==> config.mk <==
export PLATFORM = sky130hd
export DESIGN_NAME = echo_pulse_width_ranger
export DESIGN_NICKNAME = d
export VERILOG_FILES = /design/src/rtl/core/epwr_pkg.sv /design/src/rtl/core/epwr_track.sv /design/src/rtl/core/epwr_conv.sv /design/src/rtl/core/echo_pulse_width_ranger.sv
export SDC_FILE = /design/constraint.sdc
export NUM_CORES = 2
export LEC_CHECK = 0
export ABC_AREA = 1
export BUFFER_PORTS_ARGS = -buffer_cell sky130_fd_sc_hd__buf_2
export CAP_MARGIN = 20
export CORE_MARGIN = 2
export CORE_UTILIZATION = 67
export DETAILED_ROUTE_END_ITERATION = 12
export PLACE_DENSITY = 0.93
export RECOVER_POWER = 25
export SYNTH_ARGS = -nofsm -noshare
export SYNTH_HDL_FRONTEND = slang
export SYNTH_HIERARCHICAL = 1
export SYNTH_SLANG_ARGS = --single-unit
==> constraint.sdc <==
create_clock -name i_clk -period 7.5 [get_ports i_clk]
set_input_delay 2.25 -clock i_clk [delete_from_list [all_inputs] [get_ports i_clk]]
set_output_delay 2.25 -clock i_clk [all_outputs]
set_load 0.02 [all_outputs]
==> src/rtl/core/epwr_pkg.sv <==
// Shared types and constants for the echo pulse width ranger.
// No dependencies; imported by every module in rtl/core.
package epwr_pkg;

    localparam int COUNTER_BITS  = 16;
    localparam int OVERFLOW_BITS = 6;
    localparam int TOTAL_W       = OVERFLOW_BITS + COUNTER_BITS;
    localparam int SCALE_W       = 10;
    localparam int PROD_W        = TOTAL_W + SCALE_W;
    localparam int DIST_W        = 23;

    localparam logic [SCALE_W-1:0]       SCALE_RESET = SCALE_W'(170);
    localparam logic [OVERFLOW_BITS-1:0] OVF_MAX     = '1;
    localparam logic [COUNTER_BITS-1:0]  CNT_FULL    = '1;

    // floor(p / 1000) == (p * RECIP_M) >> RECIP_SHIFT for every p below 2^32:
    // RECIP_M * 1000 - 2^41 = 448, which stays under 2^(41-32).
    localparam int               RECIP_SHIFT = 41;
    localparam int               RECIP_W     = 32;
    localparam logic [RECIP_W-1:0] RECIP_M   = 32'd2199023256;

    typedef struct packed {
        logic                    overflow_event;
        logic                    capture_event;
        logic [COUNTER_BITS-1:0] captured_count;
        logic                    read_request;
    } t_in_beat;

    typedef struct packed {
        logic [DIST_W-1:0] distance;
        logic              new_distance;
        logic              timed_out;
        logic              measurement_ready;
        logic              expect_falling;
    } t_out_beat;

    // Per-item status handed from the tracker to the conversion pipeline.
    typedef struct packed {
        logic               fresh;
        logic               timed_out;
        logic               ready;
        logic               expect_falling;
        logic [TOTAL_W-1:0] total;
    } t_snap;

endpackage

==> src/rtl/core/epwr_track.sv <==
// Measurement tracker: edge arming, overflow counting, timeout and read.
// Depends on epwr_pkg.
module epwr_track import epwr_pkg::*; (
    input  logic     i_clk,
    input  logic     i_rst_n,
    input  logic     i_step,
    input  t_in_beat i_beat,
    output t_snap    o_snap
);

    logic                     r_done, r_high, r_tmo_pend, r_tmo_flag;
    logic [OVERFLOW_BITS-1:0] r_ovf_cnt;
    logic [COUNTER_BITS-1:0]  r_pulse;

    logic                     n_done, n_high, n_tmo_pend, n_tmo_flag, n_fresh;
    logic [OVERFLOW_BITS-1:0] n_ovf_cnt;
    logic [COUNTER_BITS-1:0]  n_pulse;
    logic [TOTAL_W-1:0]       n_total;

    always_comb begin
        n_done     = r_done;
        n_high     = r_high;
        n_tmo_pend = r_tmo_pend;
        n_tmo_flag = r_tmo_flag;
        n_ovf_cnt  = r_ovf_cnt;
        n_pulse    = r_pulse;
        n_fresh    = 1'b0;

        // overflow while high; at the limit the pulse ends as a timeout
        if (!n_done && i_beat.overflow_event && n_high) begin
            if (n_ovf_cnt == OVF_MAX) begin
                n_pulse    = CNT_FULL;
                n_done     = 1'b1;
                n_tmo_pend = 1'b1;
            end else begin
                n_ovf_cnt = n_ovf_cnt + 1'b1;
            end
        end

        // capture: falling edge completes, rising edge arms
        if (!n_done && i_beat.capture_event) begin
            if (n_high) begin
                n_pulse    = i_beat.captured_count;
                n_done     = 1'b1;
                n_tmo_pend = 1'b0;
            end else begin
                n_high     = 1'b1;
                n_ovf_cnt  = '0;
                n_pulse    = '0;
                n_tmo_pend = 1'b0;
            end
        end

        n_total = {n_ovf_cnt, n_pulse};

        if (i_beat.read_request && n_done) begin
            n_fresh    = 1'b1;
            n_tmo_flag = n_tmo_pend;
            n_done     = 1'b0;
            n_high     = 1'b0;
            n_ovf_cnt  = '0;
            n_tmo_pend = 1'b0;
        end
    end

    always_ff @(posedge i_clk) begin
        if (!i_rst_n) begin
            r_done     <= 1'b0;
            r_high     <= 1'b0;
            r_tmo_pend <= 1'b0;
            r_tmo_flag <= 1'b0;
            r_ovf_cnt  <= '0;
            r_pulse    <= '0;
        end else if (i_step) begin
            r_done     <= n_done;
            r_high     <= n_high;
            r_tmo_pend <= n_tmo_pend;
            r_tmo_flag <= n_tmo_flag;
            r_ovf_cnt  <= n_ovf_cnt;
            r_pulse    <= n_pulse;
        end
    end

    assign o_snap.fresh          = n_fresh;
    assign o_snap.timed_out      = n_tmo_flag;
    assign o_snap.ready          = n_done;
    assign o_snap.expect_falling = n_high & ~n_done;
    assign o_snap.total          = n_total;

endmodule

==> src/rtl/core/epwr_conv.sv <==
// Count-to-distance conversion: scale multiply, registered, then the
// reciprocal multiply that divides by 1000. Depends on epwr_pkg.
module epwr_conv import epwr_pkg::*; (
    input  logic               i_clk,
    input  logic               i_load,
    input  logic [TOTAL_W-1:0] i_total,
    input  logic [SCALE_W-1:0] i_scale,
    output logic [DIST_W-1:0]  o_quot
);

    logic [PROD_W-1:0]          r_prod;
    logic [PROD_W+RECIP_W-1:0]  w_wide;

    always_ff @(posedge i_clk) begin
        if (i_load) begin
            r_prod <= PROD_W'(i_total) * PROD_W'(i_scale);
        end
    end

    assign w_wide = (PROD_W+RECIP_W)'(r_prod) * (PROD_W+RECIP_W)'(RECIP_M);
    // largest quotient is 4290771, so the 23-bit slice never clips
    assign o_quot = w_wide[RECIP_SHIFT +: DIST_W];

endmodule

==> src/rtl/core/echo_pulse_width_ranger.sv <==
// Echo pulse width ranger, top level: input register, tracker, conversion
// pipeline and output register. Depends on epwr_pkg, epwr_track, epwr_conv.
//
// Usage:
//   Input channel  i_valid / o_stall / i_item: one beat carries timer events
//   (overflow, edge capture with count, read request) handled in that order.
//   Output channel o_valid / i_stall / o_result: exactly one result beat per
//   input beat, in order.
//   Configuration: i_cfg_we writes i_cfg_wdata into the distance scale; write
//   it only while no beat is in flight.
// Pipeline: three register stages (input, scale product, output); o_valid
//   rises once the beat has passed through all three.
// Throughput: one beat per cycle while i_stall is low; the tracker state
//   updates as a beat leaves the input register, and the two multipliers
//   sit in separate stages so the next beat never waits on a conversion.
// Reset (synchronous, active low): all measurement state clears, the held
//   distance clears to 0 and the scale returns to 170; the pipeline empties.
// Receiver stall: the result holds on o_result; each stage still fills its
//   bubble, and o_stall rises once the input register cannot move on.
module echo_pulse_width_ranger import epwr_pkg::*; (
    input  logic               i_clk,
    input  logic               i_rst_n,
    input  logic               i_valid,
    output logic               o_stall,
    input  t_in_beat           i_item,
    output logic               o_valid,
    input  logic               i_stall,
    output t_out_beat          o_result,
    input  logic               i_cfg_we,
    input  logic [SCALE_W-1:0] i_cfg_wdata
);

    logic [SCALE_W-1:0] r_scale;

    // stage 1: input register
    logic     r_v1;
    t_in_beat r_in1;
    // stage 2: status snapshot alongside the product register in epwr_conv
    logic     r_v2;
    t_snap    r_snap2;
    // stage 3: output register and last distance
    logic              r_v3;
    t_out_beat         r_out;
    logic [DIST_W-1:0] r_dist;

    logic              w_en1, w_en2, w_en3, w_step;
    t_snap             w_snap;
    logic [DIST_W-1:0] w_quot, w_dist;

    assign w_en3  = !r_v3 || !i_stall;
    assign w_en2  = !r_v2 || w_en3;
    assign w_en1  = !r_v1 || w_en2;
    assign w_step = r_v1 && w_en2;

    assign o_stall  = !w_en1;
    assign o_valid  = r_v3;
    assign o_result = r_out;

    always_ff @(posedge i_clk) begin
        if (!i_rst_n) begin
            r_scale <= SCALE_RESET;
        end else if (i_cfg_we) begin
            r_scale <= i_cfg_wdata;
        end
    end

    epwr_track u_track (
        .i_clk   (i_clk),
        .i_rst_n (i_rst_n),
        .i_step  (w_step),
        .i_beat  (r_in1),
        .o_snap  (w_snap)
    );

    epwr_conv u_conv (
        .i_clk   (i_clk),
        .i_load  (w_step),
        .i_total (w_snap.total),
        .i_scale (r_scale),
        .o_quot  (w_quot)
    );

    // a read of a finished measurement shows the new quotient; any other beat repeats the held value
    assign w_dist = r_snap2.fresh ? w_quot : r_dist;

    always_ff @(posedge i_clk) begin
        if (!i_rst_n) begin
            r_v1   <= 1'b0;
            r_v2   <= 1'b0;
            r_v3   <= 1'b0;
            r_dist <= '0;
        end else begin
            if (w_en1) begin
                r_v1 <= i_valid;
            end
            if (w_en2) begin
                r_v2 <= r_v1;
            end
            if (w_en3) begin
                r_v3 <= r_v2;
                if (r_v2 && r_snap2.fresh) begin
                    r_dist <= w_quot;
                end
            end
        end
    end

    always_ff @(posedge i_clk) begin
        if (w_en1 && i_valid) begin
            r_in1 <= i_item;
        end
        if (w_step) begin
            r_snap2 <= w_snap;
        end
        if (w_en3 && r_v2) begin
            r_out.distance          <= w_dist;
            r_out.new_distance      <= r_snap2.fresh;
            r_out.timed_out         <= r_snap2.timed_out;
            r_out.measurement_ready <= r_snap2.ready;
            r_out.expect_falling    <= r_snap2.expect_falling;
        end
    end

endmodule
==> metrics.md <==
| Metric | Value |
|---|---|
| Worst slew margin | -33.5% |
| FFs w/ async S/R, synth | 0% |
| Register area | 3700 um2 |
| CTS Buf Count | 17 |
| Final net count | 4785 |
| Worst-path clk slew | 0.09 ns |
| Tcrit/Tclk final | 93.9% |
| Crit path capture | u_conv/r_prod[31] |
| Vias in the first global route | 27290 |
| Die Ht | 215 um |
| Clock Latency Late Sink | 0.48 ns |
| Largest cells by area after synthesis | fa_1 31%, ha_1 19%, inv_1 14%, nand2_1 11%, edfxtp_1 8.2% |
| I/O Buffers | 62 |
| WL per Instance | 19.0 um |
| Worst reg2reg setup slack | 0.46 ns |
| Type of the worst min-delay path | reg2reg |
| Clk buf depth | 2 |
| Slew Limit Fails | 87 |
| Resize count post-CTS | 0 |
| Worst Setup Path Type | reg2reg |
| Syn Nets | 4762 |
| Inst Count DP | 4412 |
| Initial DRC count | 2556 |
| DR vias | 25014 |
| CP max stage cell | fa_1 |
| Largest net degree at the start of global routing | 65 |
| CP Launch Type | flip-flop |
| Crit-path max cell delay | 0.58 ns |
| Post-Layout Cell Count | 4445 |
| Failing checks | max-capacitance violations, max-slew violations |
| CTS tree | done |
| Critical Path Fanout Max | 16 |
| Detailed Routing Iterations Pass 1 | 8 |
| Yosys top cell by area | fa_1 |
| Max-cap violations | 2 |
| Drt total wl | 84500 um |
| Fmax achieved | 142 MHz |
| Mapped Area | 29900 um2 |
| CP required | 7.71 ns |
| Post-DP HPWL | 69400 um |
| Synth top area share | 30.5% |
| DR vias/cell | 5.63 |
| Minimum clock period | 7.04 ns |
| P&R area growth vs syn | 4.63% |
| Final setup viols | 0 |
| Top_reg_cell synth | edfxtp_1 |
| CTS Sinks | 144 |
| Initial core utilization | 67.7% |
| Worst reg2reg startpoint | u_track/r_ovf_cnt[1] |
| Busiest grt layer | met2 |
| Die area | 46300 um2 |
| Max Clock Skew | 0.0260 ns |
| Worst setup startpoint | u_track/r_ovf_cnt[1] |
| Die X | 215 um |
| Post-synthesis sequential area ratio | 12.4% |
| Number of synthesized flops with an enable pin | 82 |
| Placeable core area | 44100 um2 |
| Final-layout fill cell count | 3225 |
| Number of routed nets with antenna violations | 0 |
| Gp weighted congestion | 1.01 |
| Avg Cell Area, Syn | 7.83 um2 |
| Hold Violations, Final | 0 |
| CTS root buffer | clkbuf_16 |
| # rows | 77 |
| Crit Reg-Reg Endpoint | u_conv/r_prod[31] |
| RSZ-0062 raised after global routing | false |
| Number of antenna violations at the first check in global routing | 3 |
| Met1 Use GR | 41.7% |
| Multi-input logic area | 21700 um2 |
| Run status | complete, but fails checks |
| Met3 Resource Use GR | 8.63% |
| DRC | 0 |
| Worst setup EP type | flip-flop |
| Global-route congestion overflow total | 0 |
| First-pass GRT wire length | 136000 um |
| Setup TNS | 0 ns |
| Setup bufs post-CTS | 0 |
| Cells after synthesis | 3816 |
| Worst slew pin tran | 2.00 ns |
| Core Util, Final | 70.9% |
| Share of layout cells above drive strength 1 | 4.36% |
| I/O pin cnt | 63 |
| Met2 GRT Util | 63.7% |
| Cts hold-fix bufs | 0 |
| R2r worst-path depth | 25 |
| Worst EP arrival | 7.25 ns |
| Cell variety after synth | 43 |
| H-tree depth | 4 |
| Synth Register Bits | 144 |
| Synth warnings | 6 |
| Total track usage | 38.0% |
[layout make-up]
class	instances	area share [%]
diodes	1	0.00800
clock buffers	17	1.36
clock inverters	15	0.608
inverters	1110	13.3
multi-input cells	2491	69.3
flip-flops and latches	144	11.8
well taps	592	2.37
repair buffers	75	1.22
[cell families (layout without fill, tap and decap cells)]
family	count (synthesis)	count (layout)	synth area share, %
xor+xnor	20	20	0.586
other cells	0	1	0
compound gates	192	192	3.40
simple gates	1367	1367	18.9
buf+inv	1181	1217	15.1
flops	144	144	12.4
fa+ha+maj	912	912	49.6
[state kept, by name, summed over array words and instances, names as in the netlist]
name                count
u_conv/r_prod          32
o_result               27
r_dist                 23
r_in1                  19
u_track/r_pulse        16
r_scale                10
u_track/r_ovf_cnt       6
r_snap2                 4
o_valid                 1
r_v1                    1
r_v2                    1
u_track/r_done          1
u_track/r_high          1
u_track/r_tmo_flag      1
u_track/r_tmo_pend      1
[per-stage QoR]
step           hold WS [ns]  area (um2)  setup WS (ns)
2_1_floorplan         0.400       29900           1.62
3_3_place_gp          0.403       30700          0.904
3_5_place_dp          0.405       30700          0.719
4_1_cts               0.411       31300          0.707
5_1_grt               0.417       31300          0.193
6_report              0.397       31300          0.460
[layer usage]
metal,wire [um],share of wire (%)
met1,29100,34
met2,39900,47
met3,7560,8.9
met4,7890,9.3
met5,11,0.013
[cell usage after synthesis, types with 3 or more instances]
cell type / number
o21a_1: 5
inv_1: 1098
nand2_2: 40
buf_1: 3
o21ai_1: 25
nor3_1: 13
a21oi_1: 102
o21bai_1: 10
nand2_1: 881
clkbuf_1: 47
dfxtp_1: 62
o21ai_0: 43
fa_1: 456
xor2_1: 16
and2_1: 6
nand4_1: 21
nor2_4: 10
nor2_2: 11
inv_2: 10
buf_4: 8
buf_6: 4
buf_2: 9
xnor2_1: 4
edfxtp_1: 82
nor3_2: 5
nand3_1: 105
nand3b_1: 4
ha_1: 456
nor2_1: 262
[cells in the final DEF (no fill, tap or decap), types with 2 or more instances in the layout]
master,netlist,layout
nor2_4,10,9
clkinv_8,0,7
xor2_1,16,16
nor3_1,13,13
edfxtp_1,82,82
inv_1,1098,1098
and2_1,6,6
inv_2,10,10
xnor2_1,4,4
nand2_1,881,883
o211ai_1,2,2
ha_1,456,456
a21oi_1,102,102
inv_8,0,4
dfxtp_1,62,62
o21a_1,5,5
nand2_2,40,38
clkbuf_1,47,19
nand3_1,105,105
nand3b_1,4,4
clkinv_1,2,2
nor2_1,262,263
nor2_2,11,11
nand4_1,21,22
o21ai_1,25,25
nand3_2,2,2
clkbuf_16,0,17
buf_2,9,44
o21bai_1,10,10
fa_1,456,456
a21o_1,2,2
buf_4,8,12
o21ai_0,43,43
nor3_2,5,5
[critical path: cells and delay by family (launching register included)]
family / cells / cell delay [ns]
compound gates: 4 / 0.79
fa+ha+maj: 7 / 3.22
buf+inv: 4 / 0.52
flops: 1 / 0.42
simple gates: 10 / 1.81
[how the worst min path moves through the flow]
| stage | end | from | cells past startpoint | slack [ns] |
|---|---|---|---|---|
| CTS | o_result[2] | r_snap2[24] | 0 | 0.41 |
| finish | o_result[2] | r_snap2[24] | 0 | 0.40 |
| global route | o_result[2] | r_snap2[24] | 0 | 0.42 |
| global placement | o_result[2] | r_snap2[24] | 0 | 0.40 |
| floorplan | o_result[0] | r_snap2[22] | 0 | 0.40 |
| detailed placement | o_result[0] | r_snap2[22] | 0 | 0.40 |
Power is left out: the tool's default activity adds up to more than one toggle a clock period on the data nets, which glitch-free logic cannot reach.
